[config.mk]
export PLATFORM = sky130hd
export DESIGN_NAME = adc_sample_average_scaler_top
export DESIGN_NICKNAME = d
export VERILOG_FILES = /design/src/rtl/asa_pkg.sv /design/src/rtl/asa_div.sv /design/src/rtl/asa_mul.sv /design/src/rtl/adc_sample_average_scaler_top.sv
export SDC_FILE = /design/constraint.sdc
export NUM_CORES = 1
export LEC_CHECK = 0
export BUFFER_PORTS_ARGS = -buffer_cell sky130_fd_sc_hd__buf_4
export CAP_MARGIN = 5
export CORE_UTILIZATION = 50
export DETAILED_ROUTE_END_ITERATION = 10
export GPL_ROUTABILITY_DRIVEN = 1
export PLACE_DENSITY = 0.72
export SLEW_MARGIN = 40
export SYNTH_ARGS = -nofsm -noshare
export SYNTH_HDL_FRONTEND = slang
export SYNTH_HIERARCHICAL = 1
export SYNTH_SLANG_ARGS = --single-unit
[constraint.sdc]
create_clock -name clk -period 4.45 [get_ports clk]
set_input_delay 0.445 -clock clk [delete_from_list [all_inputs] [get_ports clk]]
set_output_delay 0.445 -clock clk [all_outputs]
set_load 0.02 [all_outputs]
[src/rtl/asa_pkg.sv]
// ----------------------------------------------------------------------------
// ADC sample averager package
// Widths, constants, register indexes and the request types that are shared
// by the serial divider, the serial multiplier and the top level.
// ----------------------------------------------------------------------------
`default_nettype none

package asa_pkg;

  localparam int SAMPLE_W   = 10;
  localparam int SUM_W      = 18;
  localparam int CNT_W      = 8;
  localparam int VREF_W     = 16;
  localparam int OUT_W      = 16;
  localparam int CFG_IDX_W  = 2;
  localparam int CFG_DATA_W = 16;

  localparam int DIVD_W     = 21;
  localparam int DIVS_W     = 10;
  localparam int DIV_CNT_W  = 5;
  localparam int MUL_A_W    = 10;
  localparam int MUL_B_W    = 16;
  localparam int PROD_W     = MUL_A_W + MUL_B_W;
  localparam int MUL_CNT_W  = 4;

  localparam logic [DIV_CNT_W-1:0] DIV_STEPS = 5'd21;
  localparam logic [MUL_CNT_W-1:0] MUL_STEPS = 4'd10;

  localparam logic [CNT_W-1:0]  SUPPLY_SAMPLES   = 8'd10;
  localparam logic [CNT_W-1:0]  SAMPLE_COUNT_RST = 8'd1;
  localparam logic [VREF_W-1:0] VREF_RST         = 16'd5000;
  localparam logic [VREF_W-1:0] MIN_VREF_MV      = 16'd2000;
  // Full scale of the converter times the bandgap voltage: 1024 * 1100.
  localparam logic [DIVD_W-1:0] SUPPLY_NUM       = 21'd1126400;
  localparam logic [OUT_W-1:0]  OUT_MAX          = 16'hFFFF;

  localparam logic [CFG_IDX_W-1:0] REG_MODE         = 2'd0;
  localparam logic [CFG_IDX_W-1:0] REG_SAMPLE_COUNT = 2'd1;
  localparam logic [CFG_IDX_W-1:0] REG_VREF_MV      = 2'd2;

  localparam logic MODE_READ   = 1'b0;
  localparam logic MODE_SUPPLY = 1'b1;

  typedef struct packed {
    logic              start;
    logic [DIVD_W-1:0] dividend;
    logic [DIVS_W-1:0] divisor;
  } asa_div_req_t;

  typedef struct packed {
    logic               start;
    logic [MUL_A_W-1:0] a;
    logic [MUL_B_W-1:0] b;
  } asa_mul_req_t;

endpackage

`default_nettype wire

[src/rtl/asa_div.sv]
// ----------------------------------------------------------------------------
// Serial restoring divider
// Produces one quotient bit per cycle; the result is valid with the
// done pulse.
// ----------------------------------------------------------------------------
`default_nettype none

module asa_div (
  input  wire logic                          clk,
  input  wire logic                          rst_n,
  input  wire asa_pkg::asa_div_req_t         req,
  output logic [asa_pkg::DIVD_W-1:0]         quotient,
  output logic                               done
);
  import asa_pkg::*;

  logic [DIVD_W-1:0]    quo_r, quo_nxt;
  logic [DIVS_W-1:0]    rem_r, rem_nxt;
  logic [DIVS_W-1:0]    dvs_r, dvs_nxt;
  logic [DIV_CNT_W-1:0] cnt_r, cnt_nxt;
  logic                 busy_r, busy_nxt;
  logic                 done_r, done_nxt;
  logic [DIVS_W:0]      rem_sh;
  logic                 ge;

  assign rem_sh = {rem_r, quo_r[DIVD_W-1]};
  assign ge     = (rem_sh >= {1'b0, dvs_r});

  always_comb begin
    quo_nxt  = quo_r;
    rem_nxt  = rem_r;
    dvs_nxt  = dvs_r;
    cnt_nxt  = cnt_r;
    busy_nxt = busy_r;
    done_nxt = 1'b0;
    if (req.start) begin
      quo_nxt  = req.dividend;
      rem_nxt  = '0;
      dvs_nxt  = req.divisor;
      cnt_nxt  = DIV_STEPS;
      busy_nxt = 1'b1;
    end else if (busy_r) begin
      quo_nxt = {quo_r[DIVD_W-2:0], ge};
      rem_nxt = ge ? DIVS_W'(rem_sh - {1'b0, dvs_r}) : rem_sh[DIVS_W-1:0];
      cnt_nxt = cnt_r - 1'b1;
      if (cnt_r == DIV_CNT_W'(1)) begin
        busy_nxt = 1'b0;
        done_nxt = 1'b1;
      end
    end
  end

  always_ff @(posedge clk) begin
    quo_r <= quo_nxt;
    rem_r <= rem_nxt;
    dvs_r <= dvs_nxt;
    cnt_r <= cnt_nxt;
    if (!rst_n) begin
      busy_r <= 1'b0;
      done_r <= 1'b0;
    end else begin
      busy_r <= busy_nxt;
      done_r <= done_nxt;
    end
  end

  assign quotient = quo_r;
  assign done     = done_r;

endmodule

`default_nettype wire

[src/rtl/asa_mul.sv]
// ----------------------------------------------------------------------------
// Serial shift-add multiplier
// Retires one bit of the narrow operand per cycle; the product is valid
// with the done pulse.
// ----------------------------------------------------------------------------
`default_nettype none

module asa_mul (
  input  wire logic                          clk,
  input  wire logic                          rst_n,
  input  wire asa_pkg::asa_mul_req_t         req,
  output logic [asa_pkg::PROD_W-1:0]         product,
  output logic                               done
);
  import asa_pkg::*;

  logic [MUL_B_W:0]     hi_r, hi_nxt;
  logic [MUL_A_W-1:0]   lo_r, lo_nxt;
  logic [MUL_B_W-1:0]   b_r, b_nxt;
  logic [MUL_CNT_W-1:0] cnt_r, cnt_nxt;
  logic                 busy_r, busy_nxt;
  logic                 done_r, done_nxt;
  logic [MUL_B_W:0]     add;

  assign add = hi_r + (lo_r[0] ? {1'b0, b_r} : '0);

  always_comb begin
    hi_nxt   = hi_r;
    lo_nxt   = lo_r;
    b_nxt    = b_r;
    cnt_nxt  = cnt_r;
    busy_nxt = busy_r;
    done_nxt = 1'b0;
    if (req.start) begin
      hi_nxt   = '0;
      lo_nxt   = req.a;
      b_nxt    = req.b;
      cnt_nxt  = MUL_STEPS;
      busy_nxt = 1'b1;
    end else if (busy_r) begin
      hi_nxt  = {1'b0, add[MUL_B_W:1]};
      lo_nxt  = {add[0], lo_r[MUL_A_W-1:1]};
      cnt_nxt = cnt_r - 1'b1;
      if (cnt_r == MUL_CNT_W'(1)) begin
        busy_nxt = 1'b0;
        done_nxt = 1'b1;
      end
    end
  end

  always_ff @(posedge clk) begin
    hi_r  <= hi_nxt;
    lo_r  <= lo_nxt;
    b_r   <= b_nxt;
    cnt_r <= cnt_nxt;
    if (!rst_n) begin
      busy_r <= 1'b0;
      done_r <= 1'b0;
    end else begin
      busy_r <= busy_nxt;
      done_r <= done_nxt;
    end
  end

  assign product = {hi_r[MUL_B_W-1:0], lo_r};
  assign done    = done_r;

endmodule

`default_nettype wire

[src/rtl/adc_sample_average_scaler_top.sv]
// ----------------------------------------------------------------------------
// ADC sample averager and scaler
// Sums raw converter samples and turns each average into millivolts, or into
// the supply voltage when the samples come from the bandgap reference.
//
// Samples arrive on the in_ channel (valid/ready); a transaction that does
// not complete an average leaves the block ready for the next sample. The
// transaction completing an average starts a serial divider (one quotient
// bit per cycle). In read mode a serial multiplier then scales the average
// by vref_mv. In supply mode, unless the average is zero, the divider runs
// again, dividing the bandgap constant by the average. No sample is taken
// while this runs. Results leave on the out_ channel from an output
// register; a finished result waits in a holding register while the
// receiver stalls, and sampling resumes as soon as the output register is
// free. Configuration writes to mode, sample_count and vref_mv discard any
// partly gathered average. Synchronous reset restores mode 0, sample_count
// 1, vref_mv 5000 and an empty accumulator.
// ----------------------------------------------------------------------------
`default_nettype none

module adc_sample_average_scaler_top (
  input  wire logic                             clk,
  input  wire logic                             rst_n,
  input  wire logic                             in_valid,
  output logic                                  in_ready,
  input  wire logic [asa_pkg::SAMPLE_W-1:0]     in_sample,
  output logic                                  out_valid,
  input  wire logic                             out_ready,
  output logic [asa_pkg::OUT_W-1:0]             out_value_mv,
  output logic                                  out_status,
  input  wire logic                             cfg_we,
  input  wire logic [asa_pkg::CFG_IDX_W-1:0]    cfg_index,
  input  wire logic [asa_pkg::CFG_DATA_W-1:0]   cfg_wdata
);
  import asa_pkg::*;

  typedef enum logic [4:0] {
    S_IDLE = 5'b00001,
    S_AVG  = 5'b00010,
    S_MUL  = 5'b00100,
    S_SUP  = 5'b01000,
    S_DONE = 5'b10000
  } state_t;

  state_t            state_r, state_nxt;
  logic              mode_r, mode_nxt;
  logic [CNT_W-1:0]  scount_r, scount_nxt;
  logic [VREF_W-1:0] vref_r, vref_nxt;
  logic [SUM_W-1:0]  sum_r, sum_nxt;
  logic [CNT_W-1:0]  cnt_r, cnt_nxt;
  logic [OUT_W-1:0]  res_value_r, res_value_nxt;
  logic              res_status_r, res_status_nxt;
  logic              out_valid_r, out_valid_nxt;
  logic [OUT_W-1:0]  out_value_r, out_value_nxt;
  logic              out_status_r, out_status_nxt;

  asa_div_req_t      div_req;
  asa_mul_req_t      mul_req;
  logic [DIVD_W-1:0] div_quo;
  logic              div_done;
  logic [PROD_W-1:0] mul_prod;
  logic              mul_done;

  logic [CNT_W-1:0]  target;
  logic [SUM_W-1:0]  sum_add;
  logic [CNT_W-1:0]  cnt_add;
  logic              in_acc;
  logic [DIVS_W-1:0] avg;
  logic              out_free;

  asa_div u_div (
    .clk      (clk),
    .rst_n    (rst_n),
    .req      (div_req),
    .quotient (div_quo),
    .done     (div_done)
  );

  asa_mul u_mul (
    .clk     (clk),
    .rst_n   (rst_n),
    .req     (mul_req),
    .product (mul_prod),
    .done    (mul_done)
  );

  assign in_ready = (state_r == S_IDLE);
  assign in_acc   = in_valid && in_ready;
  assign target   = (mode_r == MODE_SUPPLY) ? SUPPLY_SAMPLES : scount_r;
  assign sum_add  = sum_r + SUM_W'(in_sample);
  assign cnt_add  = cnt_r + 1'b1;
  assign avg      = div_quo[DIVS_W-1:0];
  assign out_free = !out_valid_r || out_ready;

  always_comb begin
    state_nxt      = state_r;
    mode_nxt       = mode_r;
    scount_nxt     = scount_r;
    vref_nxt       = vref_r;
    sum_nxt        = sum_r;
    cnt_nxt        = cnt_r;
    res_value_nxt  = res_value_r;
    res_status_nxt = res_status_r;
    out_valid_nxt  = out_valid_r && !out_ready;
    out_value_nxt  = out_value_r;
    out_status_nxt = out_status_r;
    div_req        = '0;
    mul_req        = '0;

    case (state_r)
      S_IDLE: begin
        if (in_acc) begin
          if (cnt_add >= target) begin
            div_req.start    = 1'b1;
            div_req.dividend = DIVD_W'(sum_add);
            div_req.divisor  = DIVS_W'(target);
            sum_nxt          = '0;
            cnt_nxt          = '0;
            state_nxt        = S_AVG;
          end else begin
            sum_nxt = sum_add;
            cnt_nxt = cnt_add;
          end
        end
      end
      S_AVG: begin
        if (div_done) begin
          if (mode_r == MODE_READ) begin
            mul_req.start = 1'b1;
            mul_req.a     = avg;
            mul_req.b     = vref_r;
            state_nxt     = S_MUL;
          end else if (avg == '0) begin
            res_value_nxt  = OUT_MAX;
            res_status_nxt = 1'b1;
            state_nxt      = S_DONE;
          end else begin
            div_req.start    = 1'b1;
            div_req.dividend = SUPPLY_NUM;
            div_req.divisor  = avg;
            state_nxt        = S_SUP;
          end
        end
      end
      S_MUL: begin
        if (mul_done) begin
          res_value_nxt  = mul_prod[PROD_W-1:MUL_A_W];
          res_status_nxt = 1'b0;
          state_nxt      = S_DONE;
        end
      end
      S_SUP: begin
        if (div_done) begin
          if (div_quo[DIVD_W-1:OUT_W] != '0) begin
            res_value_nxt  = OUT_MAX;
            res_status_nxt = 1'b1;
          end else begin
            res_value_nxt  = div_quo[OUT_W-1:0];
            res_status_nxt = 1'b0;
          end
          state_nxt = S_DONE;
        end
      end
      S_DONE: begin
        if (out_free) begin
          out_valid_nxt  = 1'b1;
          out_value_nxt  = res_value_r;
          out_status_nxt = res_status_r;
          state_nxt      = S_IDLE;
        end
      end
      default: begin
        state_nxt = S_IDLE;
      end
    endcase

    if (cfg_we) begin
      case (cfg_index)
        REG_MODE: begin
          mode_nxt = cfg_wdata[0];
          sum_nxt  = '0;
          cnt_nxt  = '0;
        end
        REG_SAMPLE_COUNT: begin
          if (cfg_wdata[CNT_W-1:0] != '0) begin
            scount_nxt = cfg_wdata[CNT_W-1:0];
          end
          sum_nxt = '0;
          cnt_nxt = '0;
        end
        REG_VREF_MV: begin
          if (cfg_wdata[VREF_W-1:0] >= MIN_VREF_MV) begin
            vref_nxt = cfg_wdata[VREF_W-1:0];
          end
          sum_nxt = '0;
          cnt_nxt = '0;
        end
        default: begin
        end
      endcase
    end
  end

  always_ff @(posedge clk) begin
    res_value_r  <= res_value_nxt;
    res_status_r <= res_status_nxt;
    out_value_r  <= out_value_nxt;
    out_status_r <= out_status_nxt;
    if (!rst_n) begin
      state_r     <= S_IDLE;
      mode_r      <= MODE_READ;
      scount_r    <= SAMPLE_COUNT_RST;
      vref_r      <= VREF_RST;
      sum_r       <= '0;
      cnt_r       <= '0;
      out_valid_r <= 1'b0;
    end else begin
      state_r     <= state_nxt;
      mode_r      <= mode_nxt;
      scount_r    <= scount_nxt;
      vref_r      <= vref_nxt;
      sum_r       <= sum_nxt;
      cnt_r       <= cnt_nxt;
      out_valid_r <= out_valid_nxt;
    end
  end

  assign out_valid    = out_valid_r;
  assign out_value_mv = out_value_r;
  assign out_status   = out_status_r;

endmodule

`default_nettype wire

[After elaboration in Yosys (flattened, before gate mapping)]
Cells that the tools add are included.
Word-level totals
  register bits after elaboration: 187
  output and inout port bits: 19
  word-level logic and storage cells: 135
Operators by class
  add/subtract/negate cells: 6
  magnitude comparators: 3
  equality and inequality tests: 17
  multiplexer cells: 59
  bitwise operators: 5
  reductions and logical operators: 22
Operator list (number)
  $mux 32: 5
  $mux 16: 7
  $mux 18: 5
  $mux 27: 3
  $pmux 32 s2: 1
  $mux 8: 6
  $pmux 16 s3: 1
  $mux 21: 2
  $mux 5: 8
  $mux 10: 3
  $pmux 5 s5: 1
  $add 18x10->18: 1
  $add 16x17->17: 1
  $ge 16x11->1 const B: 1
  $mux 1: 16
  $reduce_and 6->1: 2
  $reduce_or 3->1: 4
  $ge 11x10->1: 1
  $eq 5x1->1 const B: 2
  $logic_not 10->1: 1
  $ne 2x1->1 const B: 5
  $sub 10x10->10: 1
  $add 8x1->8 const B: 1
  $ge 8x8->1: 1
  other kinds (22): 33

[Depth between registers and ports, before layout]
Gate-level depths: netlist of run 1.
  depth in word-level cells: 7
  gate-level depth with buffers: 14
  depth with buffers taken out: 12

[By module]
Netlist of run 1, hierarchy kept.
By module, submodules not included
  adc_sample_average_scaler_top: times used 1, cells each 550, area an instance 5021.1 um^2, sequential area each 2162.1 um^2
  asa_mul: times used 1, cells each 265, area an instance 2682.6 um^2, sequential area each 1221.2 um^2
  asa_div: times used 1, cells each 201, area an instance 2427.3 um^2, sequential area each 1271.2 um^2

[Least setup slack after synthesis of run 1]
No wires, ideal clock.
  kind: reg2reg
  from: reg cnt_r[2] (netlist name)
  to: reg u_div.quo_r[12] (netlist: u_div/quotient[12]) (data pin)
  library setup time: 0.260 ns
  data arrival time: 3.557 ns
  data required time: 4.190 ns
  slack: 0.633 ns
  stages on the path, launching flop included: 14
  path buffers: 3
  cells stage by stage: dfxtp_1 > nand3_1 > nor2_1 > nand3_1 > xnor2_1 > ha_1 > nand2_1 > o21ai_1 > o21ai_0 > clkbuf_1 > nand2_1 > clkbuf_1 > buf_1 > mux2_2
RTL lines
  end signal: assignment: RTL line asa_div.sv:54  | quo_r <= quo_nxt;
  end: declaration: RTL line asa_div.sv:17  | logic [DIVD_W-1:0] quo_r, quo_nxt;

==> flow_metrics.py, run 1 <==
metrics = {
    "timing": {
        "fin_worst_skew_ns": 0.0106,
        "tns_ns": 0,
        "rsz0062_at_grt": "no",
        "tightest_slew_ns": 0.820,
        "setup_viol": 0,
        "layout_min_cycle_time_ns": 3.66,
        "hold_violations": 0,
        "timing.fmax_mhz": 273,
        "relSlewSlack_pct": 45.2,
        "slew_violations": 0,
        "setup_ws_ns": 0.785,
        "hold_slack_ns": 0.227,
        "min_period_over_period_pct": 82.4,
    },
    "die": {
        "fp-row-count": 51,
        "core-area_mm2": 0.0197,
        "die_w_um": 144,
        "die_area_mm2": 0.0208,
        "start_util_pct": 51.5,
        "die_h_um": 144,
        "io_pins": 52,
    },
    "critical_path": {
        "timing.rr.start": "cnt_r[2]",
        "cp.required_ns": 4.64,
        "path_class": "reg -> reg",
        "r2r_slack_ns": 0.79,
        "startpoint_type": "flop",
        "cp-end-kind": "flop",
        "worstPathArrival_ns": 3.85,
        "reg2reg_depth": 12,
        "worstPathMaxFanout": 49,
        "r2r-end": "u_div/quotient[11]",
    },
    "detailed_routing": {
        "drc": 0,
        "first_pass_iters": 5,
        "drt_iter0_markers": 528,
        "wl_per_cell_um": 16.5,
        "via_count": 7462,
        "via_per_inst": 5.61,
        "drt_wl_total_um": 21900,
        "antenna_left": 0,
    },
    "clocking": {
        "numCtsBuffers": 17,
        "htree_levels": 4,
        "clk_pin_slew_ns": 0.07,
        "postCtsSetupRepairBufs": 0,
        "cts_hold_buf": 0,
        "clock_latency_ns": 0.44,
        "clock-sinks": 187,
        "cts_tree": "yes",
        "cts_resized": 0,
        "root_buffer": "clkbuf_16",
        "cts_buffer_depth": 2,
    },
    "synth": {
        "yosysSeqAreaShare_pct": 45.9,
        "synth-seq-cells": 187,
        "ys_warn_count": 6,
        "synth-edff-count": 91,
        "synth_cell_types": 79,
        "syn_area_mm2": 0.0101,
        "avgSynthCellArea_um2": 9.97,
        "synthArstFlopShare_pct": 0,
        "netlist_instances": 1016,
        "ys.flop_type": "dfxtp_1",
    },
    "min_path": {
        "hold_path_end": "vref_r[8]",
        "hold-path-cell-count": 3,
        "holdCritStartpoint": "cfg_wdata[8]",
        "hp-class": "in -> reg",
    },
    "placement": {
        "placed_area_mm2": 0.0107,
        "place_inst": 1298,
        "io_buffers": 51,
        "pre_cts_slack_ns": 0.841,
        "dp_hpwl_um": 15700,
        "gp_congestion": 0.889,
    },
    "cells_and_area": {
        "final_layout_size_suffix_gt1_share_pct": 14.2,
        "antenna_cells": 0,
        "stdcell_area_mm2": 0.0113,
        "syn_to_final_growth_pct": 11.8,
        "fin_util_pct": 57.7,
        "fin_nets": 1137,
        "fin_cells": 1330,
    },
    "power": {
        "p_total_mw": 4.68,
        "leakage_nw": 4.51,
        "vdd_drop_max_uv": 326,
        "powerDensity_mw_per_mm2": 413,
    },
    "global_routing": {
        "antenna_found_initial": 0,
        "grt_max_degree": 50,
        "grt_pass1_wl_um": 35600,
        "grt-ovfl-total": 0,
        "grt_usage_pct": 22.3,
        "first_global_vias": 6823,
    },
    "job": {
        "drv_cap": 0,
    },
    "status": {
        "status": "finished, final reports clean",
    },
}
## critical path, stage by stage (launching register included)
cell and delay (ns):
dfxtp_1 0.41, nand3_1 0.19, nor2_1 0.30, nand3_1 0.14
xnor2_1 0.16, ha_1 0.33, nand2_1 0.06, o21ai_1 0.46
o21ai_1 0.14, buf_4 0.22, nand2_1 0.10, buf_4 0.49
mux2_2 0.41
## layout by cell type (no fill, tap or decap), drive strengths merged, types with 22 or more instances in the layout
cell type	synthesis	final
nor2b	33	33
dfxtp	96	96
nand2b	23	23
ha	49	49
nand3	22	22
inv	31	39
o21ai	64	64
nand2	70	70
mux2i	33	33
and2	49	49
buf	10	61
nor2	80	80
mux2	31	31
xor2	23	23
a21oi	71	71
edfxtp	91	91
## registers in the layout, indices dropped and copies added, names as in the netlist, 5 cells and up
signal	flops
vref_r	16
u_mul/b_r	16
res_value_r	16
u_div/dvs_r	10
u_mul/lo_r	10
u_div/quotient	21
scount_r	8
u_mul/hi_r	16
u_div/cnt_r	5
u_div/rem_r	10
sum_r	18
cnt_r	8
state_r	5
out_value_mv	16
## logic make-up after synthesis
| kind of cell | Yosys count | share of synthesized area, % |
|---|---|---|
| buf+inv | 76 | 3.05 |
| mux | 64 | 6.71 |
| xor+xnor | 38 | 3.29 |
| fa+ha+maj | 52 | 6.64 |
| flops | 187 | 45.9 |
| simple gates | 370 | 19.6 |
| compound gates | 228 | 14.7 |
| other cells | 1 | 0.0370 |
## worst max-delay path by stage
stage	startpoint	to	slack, ns
finish	cnt_r[2]	u_div/quotient[11]	0.79
floorplan	cnt_r[2]	u_div/quotient[12]	0.63
CTS	cnt_r[2]	u_div/quotient[11]	0.82
global placement	cnt_r[2]	u_div/quotient[8]	0.92
global route	cnt_r[2]	u_div/rem_r[9]	0.47
detailed placement	cnt_r[2]	u_div/quotient[11]	0.84
## cells in the mapped netlist (15+ instances only)
cell       n  share of area (%)
dfxtp_1   96                 19
edfxtp_1  91                 27
nor2_1    79                2.9
a21oi_1   69                3.4
nand2_1   68                2.5
o21ai_0   59                2.9
ha_1      49                6.1
and2_1    48                3.0
clkbuf_1  34                1.3
mux2i_1   33                3.3
nor2b_1   33                2.0
inv_1     31                1.1
mux2_2    31                3.4
xor2_1    23                2.0
nand2b_1  22                1.4
nand3_1   21                1.0
nor3_1    16               0.79
xnor2_1   15                1.3
## final cells by class
type,count,area [µm²]
clock inverter,13,121
sequential,187,4660
timing repair buffer,61,458
tap,265,332
clock buffer,19,464
inverter,31,116
multi-input combinational,754,5180
fill,1748,8320
## where the power goes
| part | switching (mW) | internal [mW] |
|---|---|---|
| clock | 0.705 | 0.790 |
| sequential | 0.171 | 1.99 |
| combinational | 0.575 | 0.453 |
| total | 1.45 | 3.23 |
## metal layers
metal / vias up / share of wire, % / track usage, %
met3: 24 / 4.9 / 4.60
met5: - / 0 / 0
met1: 3486 / 50 / 32.1
met2: 175 / 43 / 33.1
li1: 3777 / - / -
met4: 0 / 1.7 / 7.37
No activity file was read; power rests on OpenSTA's default activity.
==> run 2: changes to the inputs <==
ABC_AREA = 1   (was not set)
PLACE_DENSITY = 0.75   (was 0.72)
clock period = 3.05 ns   (was 4.45 ns; I/O delays follow)
==> flow_metrics.py, run 2 <==
metrics = {
    "critical_path": {
        "worstPathArrival_ns": 3.09,
        "startpoint_type": "flop",
        "path_buf_inv": 3,
        "cpPeakStageDelay_ns": 0.37,
        "crit_chain": "nand2_1 > nor2_2 > nand3_1 > nand3b_1 > xnor2_2 > ha_1 > nand2_1 > inv_1 > nor2_1 > o21a_1 > nand3_2 > nand2_4 > nand2_8 > nor2_4 > clkinvlp_4 > buf_4",
        "cp-end-kind": "flop",
        "cp.required_ns": 3.25,
        "crit_slowest_cell": "dfxtp_1",
        "worstPathMaxFanout": 16,
        "path_class": "reg -> reg",
        "cpLargestDelayFamily": "simple AND/OR/NAND/NOR gates",
        "crit_path_frequent_cell": "nand2_1",
    },
    "detailed_routing": {
        "via_per_inst": 5.26,
        "drt_wl_total_um": 24000,
        "antenna_left": 0,
        "drt_iter0_markers": 757,
        "wl_per_cell_um": 14.1,
        "via_count": 8957,
        "first_pass_iters": 7,
        "drc": 0,
    },
    "global_routing": {
        "grt_pass1_wl_um": 39000,
        "grt-ovfl-total": 0,
        "antenna_found_initial": 0,
        "grt_usage_pct": 22.8,
        "grt_max_degree": 32,
        "first_global_vias": 8139,
    },
    "cells_and_area": {
        "multi_input_area_mm2": 0.00485,
        "antenna_cells": 0,
        "n_fill_cell": 1859,
        "layout.cells.most_common": "nand2_1",
        "syn_to_final_growth_pct": 12.9,
        "layout_common_cells": "nand2_1, inv_1, nor2_1, dfxtp_1, edfxtp_1",
        "largest_reg_flops": 21,
        "stdcell_area_mm2": 0.0118,
        "fin_nets": 1504,
        "fin_cells": 1702,
        "final_layout_size_suffix_gt1_share_pct": 11.6,
        "seq_area_mm2": 0.00466,
        "fin_util_pct": 57.8,
    },
    "placement": {
        "gp_congestion": 0.903,
        "placed_area_mm2": 0.0111,
        "place_inst": 1666,
        "io_buffers": 51,
        "dp_hpwl_um": 17800,
    },
    "timing": {
        "hold_slack_ns": 0.0898,
        "fin_worst_skew_ns": 0.0109,
        "setup_viol": 0,
        "tightest_slew_ns": 0.702,
        "layout_min_cycle_time_ns": 2.89,
        "hold_violations": 0,
        "relSlewSlack_pct": 53.1,
        "slew_violations": 0,
        "rsz0062_at_grt": "yes",
        "timing.fmax_mhz": 346,
        "min_period_over_period_pct": 94.9,
    },
    "die": {
        "die_area_mm2": 0.0214,
        "die_w_um": 146,
        "fp-row-count": 52,
        "die_h_um": 146,
        "core-area_mm2": 0.0204,
        "io_pins": 52,
        "start_util_pct": 51.2,
    },
    "power": {
        "powerDensity_mw_per_mm2": 612,
        "leakage_nw": 5.61,
        "vdd_drop_max_uv": 437,
    },
    "clocking": {
        "cts_tree": "yes",
        "htree_levels": 4,
        "root_buffer": "clkbuf_16",
        "cts_buffer_depth": 2,
        "numCtsBuffers": 17,
        "clk_pin_slew_ns": 0.07,
        "clock-sinks": 187,
        "clock_latency_ns": 0.44,
    },
    "synth": {
        "synthArstFlopShare_pct": 0,
        "synth-edff-count": 91,
        "netlist_instances": 1364,
        "synth_commonest_cells": "nand2_1, inv_1, nor2_1",
        "ys.flop_type": "dfxtp_1",
        "synth_cell_types": 50,
        "syn_area_mm2": 0.0104,
        "synth_top_cell_by_area": "edfxtp_1",
        "netlist_top_cells_area": "edfxtp_1, dfxtp_1, nand2_1",
        "yosysSeqAreaShare_pct": 44.6,
        "synth_top_area_share_pct": 26.2,
        "avgSynthCellArea_um2": 7.65,
        "ys_warn_count": 6,
        "synth-seq-cells": 187,
        "yosysMostFrequentCell": "nand2_1",
    },
    "status": {
        "status": "finished, final reports clean",
    },
    "job": {
        "drv_cap": 0,
    },
    "min_path": {
        "hp-class": "in -> reg",
    },
}
run 2: cell types whose count changed after synthesis, moves of 13 or more:
| cell | before | now |
|---|---|---|
| nor2b_1 | 33 | 0 |
| mux2i_1 | 33 | 0 |
| o21ai_0 | 59 | 37 |
| inv_1 | 31 | 203 |
| clkbuf_1 | 34 | 13 |
| buf_2 | 3 | 16 |
| nand2b_1 | 22 | 0 |
| or4_1 | 14 | 0 |
| nor2_1 | 79 | 108 |
| nand3_1 | 21 | 74 |
| and2_1 | 48 | 2 |
| nand2_1 | 68 | 429 |
| mux2_2 | 31 | 0 |
run 2: worst paths after layout:
kind                                           to             from  cells after the start  slack, ns
worst max-delay path            u_div/quotient[8]         cnt_r[1]                     16       0.16
worst min-delay path                    vref_r[9]     cfg_wdata[9]                      3       0.09
worst max register to register  u_div/quotient[8]         cnt_r[1]                     16       0.16
worst min register to register   out_value_mv[14]  res_value_r[14]                      0       0.42
run 2: cells by family after synthesis:
family                     share of synthesized area (%)
AOI/OAI and AO/OA                                   8.49
xor gates and xnor gates                            1.76
adders and majority gates                           6.45
buffers and inverters                               9.48
DFF                                                 44.6
other                                             0.0360
and+or+nand+nor                                     29.2
run 2: through the flow:
step           setup TNS, ns  setup slack (ns)  power, mW
6_report                   0             0.156       7.20
5_1_grt             -0.00137          -0.00137       7.59
4_1_cts                    0            0.0472       7.17
3_5_place_dp        -0.00768          -0.00768       4.96
3_3_place_gp               0             0.142       4.92
2_1_floorplan              0            0.0165       4.51
run 2: report_power, final:
part,leakage [nW],internal (mW),switching (mW)
clock,0.292,1.17,1.05
combinational,3.62,0.664,1.24
sequential,1.70,2.92,0.159
total,5.61,4.76,2.45
run 2: tightest hold or removal path, delay by kind of cell:
kind            cells  cell delay (ns)
simple gates        1             0.04
compound gates      1             0.06
buf+inv             1             0.08
run 2: final cells by class:
| class | count | share of cell area [%] |
|---|---|---|
| multi-input combinational | 928 | 41.1 |
| sequential | 187 | 39.5 |
| inverter | 216 | 6.94 |
| timing repair buffer | 69 | 4.43 |
| clock buffer | 19 | 4.04 |
| tap | 270 | 2.87 |
| clock inverter | 13 | 1.05 |
run 2: metal layers:
| layer | wire, µm | up-vias | GRT usage (%) | part of all wire (%) |
|---|---|---|---|---|
| met5 | 0 | - | 0 | 0 |
| met4 | 489 | 0 | 8.23 | 2.0 |
| met3 | 1170 | 40 | 3.16 | 4.9 |
| met2 | 11100 | 264 | 36.9 | 46 |
| met1 | 11200 | 4158 | 31.1 | 47 |
| li1 | - | 4495 | - | - |
run 2: repair_timing:
action	in CTS	in global routing
resized for setup	1	9
endpoints found under the setup margin	1	46
hold buffers	0	0
cloned	0	0
setup buffers	0	4
